### src/rtl/core/plat_pkg.sv
// shared types and constants of the priority lock arbiter with silence timeout
// no dependencies; used by every module under rtl/core
`default_nettype none

package plat_pkg;

  // number of command sources in use (2 to 8); the source field is always 3 bits
  localparam int NUM_SOURCES = 8;

  localparam int SRC_W       = 3;
  localparam int MAX_SOURCES = 1 << SRC_W;
  localparam int PRIO_W      = 8;
  localparam int TMO_W       = 16;
  localparam int PAYLOAD_W   = 64;
  localparam int CFG_W       = 64;
  localparam int CFG_IDX_W   = 2;

  localparam logic [SRC_W:0]   SRC_LIMIT   = (SRC_W + 1)'(NUM_SOURCES);
  localparam logic [TMO_W-1:0] SILENCE_MAX = '1;

  typedef enum logic {
    OP_MSG  = 1'b0,
    OP_TICK = 1'b1
  } op_e;

  typedef enum logic [2:0] {
    RSN_KEPT     = 3'd0,
    RSN_FIRST    = 3'd1,
    RSN_PRIORITY = 3'd2,
    RSN_TIMEOUT  = 3'd3,
    RSN_REFUSED  = 3'd4,
    RSN_TICK     = 3'd5
  } reason_e;

  typedef enum logic [CFG_IDX_W-1:0] {
    CFG_PRIO   = 2'd0,
    CFG_TMO_LO = 2'd1,
    CFG_TMO_HI = 2'd2
  } cfg_reg_e;

  typedef struct packed {
    op_e                  op;
    logic [SRC_W-1:0]     source;
    logic [PAYLOAD_W-1:0] payload;
  } in_beat_t;

  typedef struct packed {
    logic                 forward;
    logic [SRC_W-1:0]     holder;
    logic                 holder_valid;
    reason_e              reason;
    logic [PAYLOAD_W-1:0] payload_out;
  } out_beat_t;

  // per-source settings, unpacked from the three config registers
  typedef struct packed {
    logic [MAX_SOURCES-1:0][PRIO_W-1:0] prio;
    logic [MAX_SOURCES-1:0][TMO_W-1:0]  timeout;
  } cfg_t;

endpackage

`default_nettype wire

### src/rtl/core/plat_cfg_regs.sv
// configuration registers: priority table and the two timeout words
// depends on plat_pkg
`default_nettype none

module plat_cfg_regs (
  input  wire logic                              clk_i,
  input  wire logic                              rst_ni,
  input  wire logic                              cfg_we_i,
  input  wire logic [plat_pkg::CFG_IDX_W-1:0]    cfg_idx_i,
  input  wire logic [plat_pkg::CFG_W-1:0]        cfg_wdata_i,
  output plat_pkg::cfg_t                         cfg_o
);

  logic [plat_pkg::CFG_W-1:0] prio_q;
  logic [plat_pkg::CFG_W-1:0] tmo_lo_q;
  logic [plat_pkg::CFG_W-1:0] tmo_hi_q;

  always_ff @(posedge clk_i or negedge rst_ni) begin
    if (!rst_ni) begin
      prio_q   <= '0;
      tmo_lo_q <= '0;
      tmo_hi_q <= '0;
    end else if (cfg_we_i) begin
      case (plat_pkg::cfg_reg_e'(cfg_idx_i))
        plat_pkg::CFG_PRIO:   prio_q   <= cfg_wdata_i;
        plat_pkg::CFG_TMO_LO: tmo_lo_q <= cfg_wdata_i;
        plat_pkg::CFG_TMO_HI: tmo_hi_q <= cfg_wdata_i;
        default: ;  // unused index, write dropped
      endcase
    end
  end

  // source k priority in byte k, timeouts 0..3 in the low word, 4..7 in the high
  assign cfg_o.prio    = prio_q;
  assign cfg_o.timeout = {tmo_hi_q, tmo_lo_q};

endmodule

`default_nettype wire

### src/rtl/core/plat_lock_core.sv
// lock state and per-beat arbitration decision
// depends on plat_pkg
`default_nettype none

module plat_lock_core (
  input  wire logic                 clk_i,
  input  wire logic                 rst_ni,
  input  wire plat_pkg::cfg_t       cfg_i,
  input  wire plat_pkg::in_beat_t   beat_i,
  input  wire logic                 fire_i,
  output plat_pkg::out_beat_t       result_o
);

  logic                             taken_q,   taken_d;
  logic [plat_pkg::SRC_W-1:0]       owner_q,   owner_d;
  logic [plat_pkg::TMO_W-1:0]       silence_q, silence_d;
  logic                             fwd;
  plat_pkg::reason_e                rsn;
  logic [plat_pkg::PRIO_W-1:0]      holder_prio;
  logic [plat_pkg::PRIO_W-1:0]      sender_prio;
  logic [plat_pkg::TMO_W-1:0]       holder_tmo;
  logic                             src_bad;

  assign holder_prio = cfg_i.prio[owner_q];
  assign sender_prio = cfg_i.prio[beat_i.source];
  assign holder_tmo  = cfg_i.timeout[owner_q];
  assign src_bad     = {1'b0, beat_i.source} >= plat_pkg::SRC_LIMIT;

  always_comb begin
    taken_d   = taken_q;
    owner_d   = owner_q;
    silence_d = silence_q;
    fwd       = 1'b0;
    rsn       = plat_pkg::RSN_REFUSED;
    if (beat_i.op == plat_pkg::OP_TICK) begin
      if (silence_q != plat_pkg::SILENCE_MAX) begin
        silence_d = silence_q + 1'b1;
      end
      rsn = plat_pkg::RSN_TICK;
    end else if (src_bad) begin
      rsn = plat_pkg::RSN_REFUSED;
    end else if (!taken_q) begin
      rsn = plat_pkg::RSN_FIRST;
      fwd = 1'b1;
    end else if (owner_q == beat_i.source) begin
      rsn = plat_pkg::RSN_KEPT;
      fwd = 1'b1;
    end else if (sender_prio > holder_prio) begin
      rsn = plat_pkg::RSN_PRIORITY;
      fwd = 1'b1;
    end else if (silence_q >= holder_tmo) begin
      rsn = plat_pkg::RSN_TIMEOUT;
      fwd = 1'b1;
    end
    if (fwd) begin
      taken_d   = 1'b1;
      owner_d   = beat_i.source;
      silence_d = '0;
    end
  end

  always_ff @(posedge clk_i or negedge rst_ni) begin
    if (!rst_ni) begin
      taken_q   <= 1'b0;
      owner_q   <= '0;
      silence_q <= '0;
    end else if (fire_i) begin
      taken_q   <= taken_d;
      owner_q   <= owner_d;
      silence_q <= silence_d;
    end
  end

  assign result_o.forward      = fwd;
  assign result_o.holder       = owner_d;
  assign result_o.holder_valid = taken_d;
  assign result_o.reason       = rsn;
  assign result_o.payload_out  = fwd ? beat_i.payload : '0;

`ifndef SYNTHESIS
  a_fwd_clears_silence: assert property (@(posedge clk_i) disable iff (!rst_ni)
    fire_i && fwd |=> silence_q == '0 && taken_q)
    else $error("forwarded beat did not restart silence count");

  a_lock_sticky: assert property (@(posedge clk_i) disable iff (!rst_ni)
    taken_q |=> taken_q)
    else $error("lock released after being taken");

  a_no_holder_owner_zero: assert property (@(posedge clk_i) disable iff (!rst_ni)
    !taken_q |-> owner_q == '0)
    else $error("owner set while no holder");

  a_refuse_keeps_owner: assert property (@(posedge clk_i) disable iff (!rst_ni)
    fire_i && !fwd |=> owner_q == $past(owner_q) && taken_q == $past(taken_q))
    else $error("owner changed on a refused beat or tick");
`endif

endmodule

`default_nettype wire

### src/rtl/core/priority_lock_arbiter_timeout_unit.sv
// top level of the priority lock arbiter with per-source silence timeout
// depends on plat_pkg, plat_cfg_regs, plat_lock_core
//
//   channel  direction  handshake                  beat
//   in       sink       in_valid_i / in_ready_o    plat_pkg::in_beat_t
//   out      source     out_valid_o / out_ready_i  plat_pkg::out_beat_t
//   cfg      sink       cfg_we_i (no wait)         cfg_idx_i, cfg_wdata_i
//
// one beat per cycle sustained while out is not stalled; a taken beat goes to out
// via the input register, then decision and lock update into the result register
// the lock state advances when a beat moves from the input to the result register
// async active-low reset clears the lock, config and both valid flags
// while out stalls, the input register still fills, then in_ready_o drops
`default_nettype none

module priority_lock_arbiter_timeout_unit (
  input  wire logic                           clk_i,
  input  wire logic                           rst_ni,
  // config write port
  input  wire logic                           cfg_we_i,
  input  wire logic [plat_pkg::CFG_IDX_W-1:0] cfg_idx_i,
  input  wire logic [plat_pkg::CFG_W-1:0]     cfg_wdata_i,
  // input beats
  input  wire logic                           in_valid_i,
  output      logic                           in_ready_o,
  input  wire plat_pkg::in_beat_t             in_beat_i,
  // result beats
  output      logic                           out_valid_o,
  input  wire logic                           out_ready_i,
  output plat_pkg::out_beat_t                 out_beat_o
);

  plat_pkg::cfg_t      cfg;
  plat_pkg::in_beat_t  in_q;
  logic                in_valid_q;
  plat_pkg::out_beat_t out_q;
  plat_pkg::out_beat_t result;
  logic                out_valid_q;
  logic                out_take;
  logic                fire;

  plat_cfg_regs u_cfg (
    .clk_i       (clk_i),
    .rst_ni      (rst_ni),
    .cfg_we_i    (cfg_we_i),
    .cfg_idx_i   (cfg_idx_i),
    .cfg_wdata_i (cfg_wdata_i),
    .cfg_o       (cfg)
  );

  // result register can load when empty or being drained this cycle
  assign out_take   = !out_valid_q || out_ready_i;
  // a held beat is decided and moves on, updating the lock
  assign fire       = in_valid_q && out_take;
  // input register frees up as its beat moves to the result register
  assign in_ready_o = !in_valid_q || out_take;

  always_ff @(posedge clk_i or negedge rst_ni) begin
    if (!rst_ni) begin
      in_valid_q <= 1'b0;
    end else if (in_ready_o) begin
      in_valid_q <= in_valid_i;
    end
  end

  always_ff @(posedge clk_i) begin
    if (in_valid_i && in_ready_o) begin
      in_q <= in_beat_i;
    end
  end

  plat_lock_core u_core (
    .clk_i    (clk_i),
    .rst_ni   (rst_ni),
    .cfg_i    (cfg),
    .beat_i   (in_q),
    .fire_i   (fire),
    .result_o (result)
  );

  always_ff @(posedge clk_i or negedge rst_ni) begin
    if (!rst_ni) begin
      out_valid_q <= 1'b0;
    end else if (out_take) begin
      out_valid_q <= in_valid_q;
    end
  end

  always_ff @(posedge clk_i) begin
    if (fire) begin
      out_q <= result;
    end
  end

  assign out_valid_o = out_valid_q;
  assign out_beat_o  = out_q;

endmodule

`default_nettype wire

### config.mk
export PLATFORM = sky130hd
export DESIGN_NAME = priority_lock_arbiter_timeout_unit
export DESIGN_NICKNAME = d
export VERILOG_FILES = /design/src/rtl/core/plat_pkg.sv /design/src/rtl/core/plat_cfg_regs.sv /design/src/rtl/core/plat_lock_core.sv /design/src/rtl/core/priority_lock_arbiter_timeout_unit.sv
export SDC_FILE = /design/constraint.sdc
export NUM_CORES = 1
export LEC_CHECK = 0
export ABC_CLOCK_PERIOD_IN_PS = 10300
export BUFFER_PORTS_ARGS = -buffer_cell sky130_fd_sc_hd__buf_4
export CORE_ASPECT_RATIO = 0.7
export CORE_MARGIN = 8
export CORE_UTILIZATION = 62
export CTS_BUF_LIST = sky130_fd_sc_hd__clkbuf_8 sky130_fd_sc_hd__clkbuf_16
export CTS_CLUSTER_DIAMETER = 120
export DETAILED_ROUTE_END_ITERATION = 8
export PLACE_DENSITY = 0.85
export SETUP_SLACK_MARGIN = 0.02
export SYNTH_ARGS = -nofsm -noshare
export SYNTH_HDL_FRONTEND = slang
export SYNTH_SLANG_ARGS = --single-unit
### constraint.sdc
create_clock -name clk_i -period 10.3 [get_ports clk_i]
set_input_delay 1.545 -clock clk_i [delete_from_list [all_inputs] [get_ports clk_i]]
set_output_delay 1.545 -clock clk_i [all_outputs]
set_load 0.05 [all_outputs]
* After elaboration in Yosys (flattened, before gate mapping)
Cells that the tools add are included.
Widths: inputs -> output; s select.
** Operators by class
- $add $sub $neg :: 1
- Multiply operators :: 0
- Divide/modulo/power cells :: 0
- $lt $le $gt $ge :: 4
- Eq/ne operators :: 4
- Shift-type cells :: 0
- Multiplexer cells :: 20
- Bitwise operators :: 1
- Reduce and logical (&&, ||, !) cells :: 15
** Operators by type and width (count)
- $mux 16 :: 4
- $bmux 16 s3 :: 1
- $bmux 8 s3 :: 2
- $add 16x1->16 const B :: 1
- $ge 16x16->1 :: 1
- $mux 8 :: 2
- $ne 16x16->1 const B :: 1
- $mux 3 :: 5
- $gt 8x8->1 :: 1
- $lt 3x4->1 const B :: 2
- $mux 1 :: 6
- $reduce_and 2->1 :: 3
- $reduce_bool 2->1 :: 2
- $eq 3x3->1 :: 1
- $reduce_and 3->1 :: 1
- $reduce_or 3->1 :: 1
- $eq 2x1->1 const B :: 1
- $eq 2x2->1 const B :: 1
- $logic_and 1x1->1 :: 2
- $logic_not 1->1 :: 2
- $logic_not 2->1 :: 1
- $logic_or 1x1->1 :: 2
- $reduce_or 2->1 :: 1
- $not 1->1 :: 1
** Word-level totals
- Register bits :: 354
- Latch bits :: 0
- RAM bits :: 0
- Memory bits (read-only) :: 0
- Output and inout port bits :: 74
- Logic and storage cells :: 63
- Memories kept :: 0

* Logic depth before layout (Yosys ltp)
Gate-level depths: netlist of the first run.
- Word-level depth :: 10
- Depth in mapped cells :: 13
- Depth with buffers taken out :: 9

* Hierarchy
Synthesis of the first run repeated with hierarchy kept, for this count alone.
** Unflattened totals
- Cell total of the unflattened synthesis :: 946
- Area total of the unflattened synthesis :: 16289.4 um^2
** By module, submodules not included
- plat_cfg_regs :: instances 1, cells each 408, area an instance 7857.5 um^2
- priority_lock_arbiter_timeout_unit :: instances 1, cells each 148, area an instance 4307.9 um^2
- plat_lock_core :: instances 1, cells each 390, area an instance 4124.0 um^2

* Least setup slack after synthesis of the first run
OpenSTA, ideal clock, no wires.
- Kind :: input -> register
- Start point :: input out_ready_i
- End point :: register u_core.owner_q[0] in the netlist's numbering
- Arrival time :: 5.094 ns
- Data required time :: 10.175 ns
- Slack :: 5.081 ns
- Stages :: 7
- Buffers on the path :: 1
- Cells stage by stage :: nand2b_1 -> nand2_1 -> inv_1 -> clkbuf_1 -> nand2_1 -> a21oi_4 -> mux2_2
** On the way
- Word-level cells in the longest chain between the ends :: 2
** RTL lines
- start, declared :: RTL line priority_lock_arbiter_timeout_unit.sv:29 : input wire logic out_ready_i,
- $logic_or 1x1->1 :: RTL line priority_lock_arbiter_timeout_unit.sv:52 : assign out_take = !out_valid_q || out_ready_i;
- $logic_and 1x1->1 :: RTL line priority_lock_arbiter_timeout_unit.sv:54 : assign fire = in_valid_q && out_take;
- named net fire :: RTL line priority_lock_arbiter_timeout_unit.sv:40 : logic fire;
- end signal, assigned :: RTL line plat_lock_core.sv:69 : owner_q <= owner_d;
- end, declared :: RTL line plat_lock_core.sv:15 : logic [plat_pkg::SRC_W-1:0] owner_q, owner_d;
The timed path passes the listed nets, and every way through them passes these cells.
A chain may end at the register's enable or synchronous reset.

==> results.sh, run 1 <==
export IMPL_coreArea_um2=24600
export IMPL_synth_seq_area_share_pct=61.6
export IMPL_cts_tree="done"
export IMPL_r2r_slack_ns=5.81
export IMPL_ir_drop_mv=0.172
export IMPL_track_usage_pct=22.3
export IMPL_start_kind="register"
export IMPL_worst_slew_pin_slew_ns=1.03
export IMPL_firstDrtPassIters=4
export IMPL_synth_edf_count=140
export IMPL_grt_pass1_wl_mm=53.2
export IMPL_multi_input_area_um2=5660
export IMPL_grt_pass1_vias=9332
export IMPL_area_delta_synth_final_pct=19.3
export IMPL_setup_viol=0
export IMPL_synth_area_um2=15500
export IMPL_cp_max_fo=71
export IMPL_postCtsSetupRepairBufs=0
export IMPL_synth_top_area_cell="dfrtp_1"
export IMPL_tns_ns=0
export IMPL_synth_fp_nets=1119
export IMPL_highest_layer="met5"
export IMPL_end_kind="register"
export IMPL_report_final_slew_viol_count=0
export IMPL_path_cells="mux4_2, mux2i_1, ha_1, nand2_1, nor4_2, nand3_1, and4_1, a21oi_4, buf_4, mux2_2"
export IMPL_ys_top_cells_by_count="dfrtp_1 (214), mux2_2 (205), edfxtp_1 (140)"
export IMPL_nFillCells=1459
export IMPL_crit_family="multiplexers"
export IMPL_instances_no_fill=1514
export IMPL_insertion_delay_ns=0.52
export IMPL_grt_overflow_total=0
export IMPL_cts_hold_buffers=0
export IMPL_drc=0
export IMPL_fin_skew_ns=0.0147
export IMPL_final_area_um2=18500
export IMPL_wl_met2_mm=16.3
export IMPL_vias=8988
export IMPL_grt_max_degree=89
export IMPL_drive_above_1_share_pct=47.9
export IMPL_wl_met3_mm=1.78
export IMPL_drtAntennaViolNets=0
export IMPL_die_x_um=205
export IMPL_cpPeakStageDelay_ns=1.11
export IMPL_cts_clk_slew_worst_paths_ns=0.07
export IMPL_cpMaxStageDelayCell="dfrtp_4"
export IMPL_p_total_mw=4.79
export IMPL_path_buf_inv=1
export IMPL_ios=213
export IMPL_gp_congestion=0.839
export IMPL_yosysUniqueCellTypes=54
export IMPL_critPathKind="reg2reg"
export IMPL_post_route_min_period_ns=4.49
export IMPL_drv_cap=0
export IMPL_rows=48
export IMPL_power_density_nw_per_um2=259
export IMPL_die_h_um=148
export IMPL_clock_root_buffer="clkbuf_16"
export IMPL_min_delay_path_depth=1
export IMPL_routed_wl_mm=33.9
export IMPL_wl_met1_mm=15.0
export IMPL_hold_viol_final=0
export IMPL_numCtsBuffers=35
export IMPL_post_cts_resized_instances=0
export IMPL_regArea_um2=9560
export IMPL_leakage_nw=7.68
export IMPL_utilization_pct=75.1
export IMPL_slew_headroom_pct=31.4
export IMPL_place_detailed_hpwl_mm=23.0
export IMPL_yosys_most_used_dff="dfrtp_1"
export IMPL_netlist_instances=955
export IMPL_cts_max_path_buffers=3
export IMPL_worst_path_stages=10
export IMPL_cts_sinks=354
export IMPL_dieArea_um2=30400
export IMPL_post_dp_cell_area_um2=17400
export IMPL_htreeDepth=2
export IMPL_post_drt_wl_per_cell_um=22.4
export IMPL_arrival_ns=4.75
export IMPL_rsz0062_at_grt="no"
export IMPL_worstPathRequired_ns=10.56
export IMPL_antenna_found_initial=2
export IMPL_viasPerCell=5.94
export IMPL_synth_most_common_cell="dfrtp_1"
export IMPL_synth_area_top_cells="dfrtp_1 (35%), edfxtp_1 (27%), mux2_2 (15%), mux4_2 (9.3%), and2_1 (2.7%)"
export IMPL_status="finished, final reports clean"
export IMPL_ys_seq_elements=354
export IMPL_async_reset_ff_share_pct=60.5
export IMPL_dp_cells=1450
export IMPL_port_buffers=212
export IMPL_drtIter0Drc=439
export IMPL_max_freq_mhz=223
export IMPL_hp_class="reg2reg"
export IMPL_yosysTopAreaCellShare_pct=34.5
export IMPL_final_nets=1326
export IMPL_fin_crit_sh_pct=43.6
export IMPL_r2r_cells=10
export IMPL_avgSynthCellArea_um2=16.2
export IMPL_yosys_warnings=0
export IMPL_start_util_pct=63.0
[worst paths after layout]
check,startpoint,end
max,u_core.owner_q[0],out_beat_o[70]
min,u_cfg.tmo_hi_q[33],u_cfg.tmo_hi_q[33]
max reg2reg,u_core.owner_q[0],out_beat_o[70]
min reg2reg,u_cfg.tmo_hi_q[33],u_cfg.tmo_hi_q[33]
max in group asynchronous,rst_ni,u_cfg.prio_q[29]
min in group asynchronous,rst_ni,u_cfg.tmo_lo_q[8]
[metrics by stage]
stage	hold slack, ns	setup slack (ns)
floorplan	0.455	5.08
global placement	0.470	5.92
detailed placement	0.487	5.84
CTS	0.500	5.82
global route	0.502	5.51
finish	0.498	5.81
[cell families (layout without fill, tap and decap cells)]
family          count (synthesis)  after routing  synth area share (%)
mux                           295            295                  25.9
xor+xnor                        3              3                 0.169
fa+ha+maj                      25             25                  2.02
simple gates                  157            157                  6.05
flops                         354            354                  61.6
other cells                     0              1                     0
buf+inv                        68            301                  1.94
compound gates                 53             53                  2.29
[area by class of cell]
class,instances,share of cell area (%)
antenna,1,0.0135
tap,325,2.20
sequential,354,51.7
clock buffer,39,5.09
clock inverter,24,0.987
timing repair buffer,224,9.12
inverter,14,0.291
multi-input combinational,533,30.6
[registers in the layout, indices dropped and copies added (netlist names)]
signal            flops
out_beat_o           72
u_core.silence_q     16
in_q                 68
u_cfg.tmo_lo_q       64
u_core.owner_q        3
u_core.taken_q        1
out_valid_o           1
u_cfg.prio_q         64
u_cfg.tmo_hi_q       64
in_valid_q            1
[power breakdown]
group	internal, mW	total, mW	switching (mW)	leakage [nW]
clock network	0.712	1.24	0.525	0.590
registers	1.77	1.99	0.219	3.90
logic	0.741	1.57	0.826	3.19
total	3.22	4.79	1.57	7.68
[cells in the final DEF, fill, tap and decap left out, types with 3 or more instances in the layout]
cell type / n
clkbuf_16: 36
o31a_1: 3
o21ai_0: 11
clkbuf_8: 4
xnor2_1: 3
a31oi_1: 6
a22oi_1: 3
nand2b_1: 7
nand3b_1: 3
a21oi_1: 13
o22ai_1: 7
mux2_2: 205
nor4_1: 4
buf_4: 223
nor2_1: 17
nand3_1: 11
nor3_1: 9
nand2_1: 16
ha_1: 25
edfxtp_1: 140
dfrtp_1: 212
mux2i_1: 24
clkinv_2: 12
inv_1: 19
and2_1: 65
nand4_1: 6
mux4_2: 64
[metal layers]
layer	GRT usage, %	up-vias
li1	-	4037
met1	32.4	4647
met2	34.5	252
met3	4.09	50
met4	6.20	2
met5	0	-
(Power assumes the default switching activity.)
==> inputs of run 2 (changes only) <==
--- a/config.mk
+++ b/config.mk
@@ -5,15 +5,16 @@
 export SDC_FILE = /design/constraint.sdc
 export NUM_CORES = 1
 export LEC_CHECK = 0
-export ABC_CLOCK_PERIOD_IN_PS = 10300
+export ABC_AREA = 1
+export ABC_CLOCK_PERIOD_IN_PS = 4400
 export BUFFER_PORTS_ARGS = -buffer_cell sky130_fd_sc_hd__buf_4
 export CORE_ASPECT_RATIO = 0.7
 export CORE_MARGIN = 8
-export CORE_UTILIZATION = 62
+export CORE_UTILIZATION = 58
 export CTS_BUF_LIST = sky130_fd_sc_hd__clkbuf_8 sky130_fd_sc_hd__clkbuf_16
 export CTS_CLUSTER_DIAMETER = 120
 export DETAILED_ROUTE_END_ITERATION = 8
-export PLACE_DENSITY = 0.85
+export PLACE_DENSITY = 0.8
 export SETUP_SLACK_MARGIN = 0.02
 export SYNTH_ARGS = -nofsm -noshare
 export SYNTH_HDL_FRONTEND = slang
==> constraint.sdc (replaced) <==
create_clock -name clk_i -period 4.4 [get_ports clk_i]
set_input_delay 0.66 -clock clk_i [delete_from_list [all_inputs] [get_ports clk_i]]
set_output_delay 0.66 -clock clk_i [all_outputs]
set_load 0.05 [all_outputs]
==> results.sh, run 2 <==
export IMPL_yosysUniqueCellTypes=35
export IMPL_cts_hold_buffers=0
export IMPL_hp_class="in2async"
export IMPL_drtAntennaViolNets=0
export IMPL_report_final_slew_viol_count=0
export IMPL_fin_crit_sh_pct=85.9
export IMPL_async_reset_ff_share_pct=60.5
export IMPL_avgSynthCellArea_um2=9.42
export IMPL_ir_drop_mv=0.425
export IMPL_routed_wl_mm=46.0
export IMPL_synth_top_area_cell="dfrtp_1"
export IMPL_port_buffers=212
export IMPL_cts_clk_slew_worst_paths_ns=0.06
export IMPL_multi_input_area_um2=5030
export IMPL_setup_slack_ns=0.622
export IMPL_gp_congestion=0.978
export IMPL_holdWs_ns=0.186
export IMPL_grt_overflow_total=0
export IMPL_ys_top_cells_by_count="o21ai_0 (345), nand2_1 (310), dfrtp_1 (214)"
export IMPL_r2r_slack_ns=0.62
export IMPL_setup_viol=0
export IMPL_cts_max_path_buffers=3
export IMPL_start_kind="register"
export IMPL_post_drt_wl_per_cell_um=20.6
export IMPL_fin_skew_ns=0.0173
export IMPL_track_usage_pct=27.8
export IMPL_tns_ns=0
export IMPL_hold_viol_final=0
export IMPL_drive_above_1_share_pct=16.0
export IMPL_path_buf_inv=2
export IMPL_arrival_ns=4.03
export IMPL_path_cells="buf_4, o21ai_0, o22ai_1, o21ai_0, ha_1, nand2_1, nor2_1, nor2_1, nand2_1, nand2_1, nand2_1, nand2_1, nand4_4, nand2_2, buf_12, nor2_1"
export IMPL_drv_cap=0
export IMPL_drc=0
export IMPL_vias=12600
export IMPL_synth_area_top_cells="dfrtp_1 (34%), edfxtp_1 (27%), o21ai_0 (11%), nand2_1 (7.4%), inv_1 (4.5%)"
export IMPL_cpMostUsedCell="nand2_1"
export IMPL_worst_r2r_endpoint="out_beat_o[43]"
export IMPL_antenna_found_initial=0
export IMPL_die_x_um=213
export IMPL_synth_area_um2=15800
export IMPL_grt_max_degree=129
export IMPL_clock_root_buffer="clkbuf_16"
export IMPL_yosys_most_used_dff="dfrtp_1"
export IMPL_p_int_mw=6.85
export IMPL_worst_path_stages=16
export IMPL_crit_path_start="u_core.owner_q[0]"
export IMPL_power_frac_seq_pct=40.3
export IMPL_crit_family="compound AO/OA/AOI/OAI gates"
export IMPL_yosys_warnings=0
export IMPL_instances_no_fill=2227
export IMPL_final_common_cell="o21ai_0"
export IMPL_numCtsBuffers=34
export IMPL_grt_pass1_wl_mm=69.9
export IMPL_firstDrtPassIters=6
export IMPL_r2r_start="u_core.owner_q[0]"
export IMPL_die_h_um=154
export IMPL_dieArea_um2=32800
export IMPL_cp_endpoint="out_beat_o[43]"
export IMPL_power_frac_comb_pct=33.8
export IMPL_dp_cells=2167
export IMPL_htreeDepth=2
export IMPL_synth_edf_count=140
export IMPL_final_nets=2003
export IMPL_cpMaxStageDelayCell="o21ai_0"
export IMPL_coreArea_um2=26700
export IMPL_slew_headroom_pct=18.2
export IMPL_postCtsSetupRepairBufs=0
export IMPL_viasPerCell=5.65
export IMPL_dp_slack_ns=0.758
export IMPL_power_switching_mw=4.21
export IMPL_cts_tree="done"
export IMPL_place_detailed_hpwl_mm=32.6
export IMPL_insertion_delay_ns=0.52
export IMPL_netlist_instances=1674
export IMPL_synth_most_common_cell="o21ai_0"
export IMPL_regArea_um2=9560
export IMPL_worstPathRequired_ns=4.65
export IMPL_area_delta_synth_final_pct=18.2
export IMPL_cts_sinks=354
export IMPL_synth_seq_area_share_pct=60.6
export IMPL_cp_max_fo=82
export IMPL_end_kind="register"
export IMPL_n_antenna_cell=0
export IMPL_ios=213
export IMPL_rows=50
export IMPL_p_sw_share_pct=38.1
export IMPL_yosysTopAreaCellShare_pct=33.9
export IMPL_synth_fp_nets=1838
export IMPL_power_density_nw_per_um2=593
export IMPL_ys_seq_elements=354
export IMPL_p_clk_share_pct=25.8
export IMPL_largest_reg_flops=72
export IMPL_start_util_pct=59.1
export IMPL_max_freq_mhz=265
export IMPL_r2r_cells=16
export IMPL_rsz0062_at_grt="no"
export IMPL_post_cts_resized_instances=0
export IMPL_worst_slew_pin_slew_ns=1.23
export IMPL_cpPeakStageDelay_ns=0.70
export IMPL_leakage_nw=8.84
export IMPL_drtIter0Drc=1509
export IMPL_status="finished, final reports clean"
export IMPL_final_cell_mix="o21ai_0 (345), nand2_1 (308), buf_4 (229)"
export IMPL_post_route_min_period_ns=3.78
export IMPL_critPathKind="reg2reg"
export IMPL_grt_pass1_vias=12000
export IMPL_nFillCells=2045
-- run 2: changes by cell type after synthesis, moves of 16 or more --
cell and change:
o21ai_0 +334, a21oi_1 +29, inv_1 +178, nor2_1 +147
mux4_2 -64, clkbuf_1 +44, o211ai_1 +16, nand2_1 +294
and2_1 -63, mux2_2 -205, nand4_1 +17, mux2i_1 -24
-- run 2: kinds of logic (layout without fill, tap and decap cells) --
| family | count (synthesis) | count (layout) | share of synthesized area (%) |
|---|---|---|---|
| flip-flops | 354 | 354 | 60.6 |
| buffers and inverters | 297 | 486 | 7.69 |
| AO/OA/AOI/OAI | 449 | 449 | 15.1 |
| XOR/XNOR | 15 | 15 | 0.833 |
| AND/OR/NAND/NOR | 534 | 534 | 13.8 |
| adder cells (fa/ha/maj) | 25 | 25 | 1.98 |
-- run 2: stage by stage --
| stage | area (um^2) | total power, mW | utilization (%) |
|---|---|---|---|
| final | 18600 | 11.1 | 69.8 |
| after global routing | 18600 | 11.6 | 69.8 |
| after CTS | 18600 | 11.0 | 69.8 |
| after detailed placement | 17600 | 8.15 | 65.7 |
| after global placement | 17600 | 8.07 | 65.7 |
| after floorplan | 15800 | 6.99 | - |
-- run 2: worst register-to-register path: cells and delay by family (launching register included) --
kind | cells | cell delay, ns
AO/OA/AOI/OAI | 3 | 1.13
adder cells (fa/ha/maj) | 1 | 0.27
buffers and inverters | 2 | 0.60
flip-flops | 1 | 0.58
AND/OR/NAND/NOR | 10 | 0.92
-- run 2: how the worst min path moves through the flow --
stage | start | endpoint | slack, ns | cells after the start
after floorplan | rst_ni | in_valid_q | 0.36 | 0
after global placement | u_cfg.tmo_lo_q[17] | u_cfg.tmo_lo_q[17] | 0.46 | 2
after detailed placement | u_cfg.tmo_hi_q[17] | u_cfg.tmo_hi_q[17] | 0.47 | 2
after CTS | rst_ni | u_cfg.tmo_hi_q[37] | 0.21 | 1
after global routing | rst_ni | u_cfg.tmo_lo_q[28] | 0.24 | 1
final | rst_ni | u_cfg.tmo_hi_q[37] | 0.19 | 1
-- run 2: power by group through the flow --
stage               registers [mW]  clock network (mW)  logic (mW)
floorplan                     4.95                   0        2.04
CTS                           4.44                2.90        3.68
global placement              4.48                   0        3.59
finish                        4.46                2.86        3.74
detailed placement            4.49                   0        3.66
global route                  4.51                3.02        4.06
-- run 2: cell type report --
cell class / count / share of cell area [%]
clock buffer: 41 / 5.26
clock inverter: 19 / 0.571
inverter: 194 / 3.92
multi-input combinational: 1023 / 27.0
sequential: 354 / 51.3
tap: 364 / 2.44
timing repair buffer: 232 / 9.51
-- run 2: metal layers --
metal / part of all wire (%) / global-route usage, % / up-vias
met2: 42 / 37.8 / 658
met3: 14 / 12.8 / 79
li1: - / - / 5880
met4: 2.3 / 6.95 / 0
met1: 42 / 39.6 / 5970
met5: 0 / 0 / -
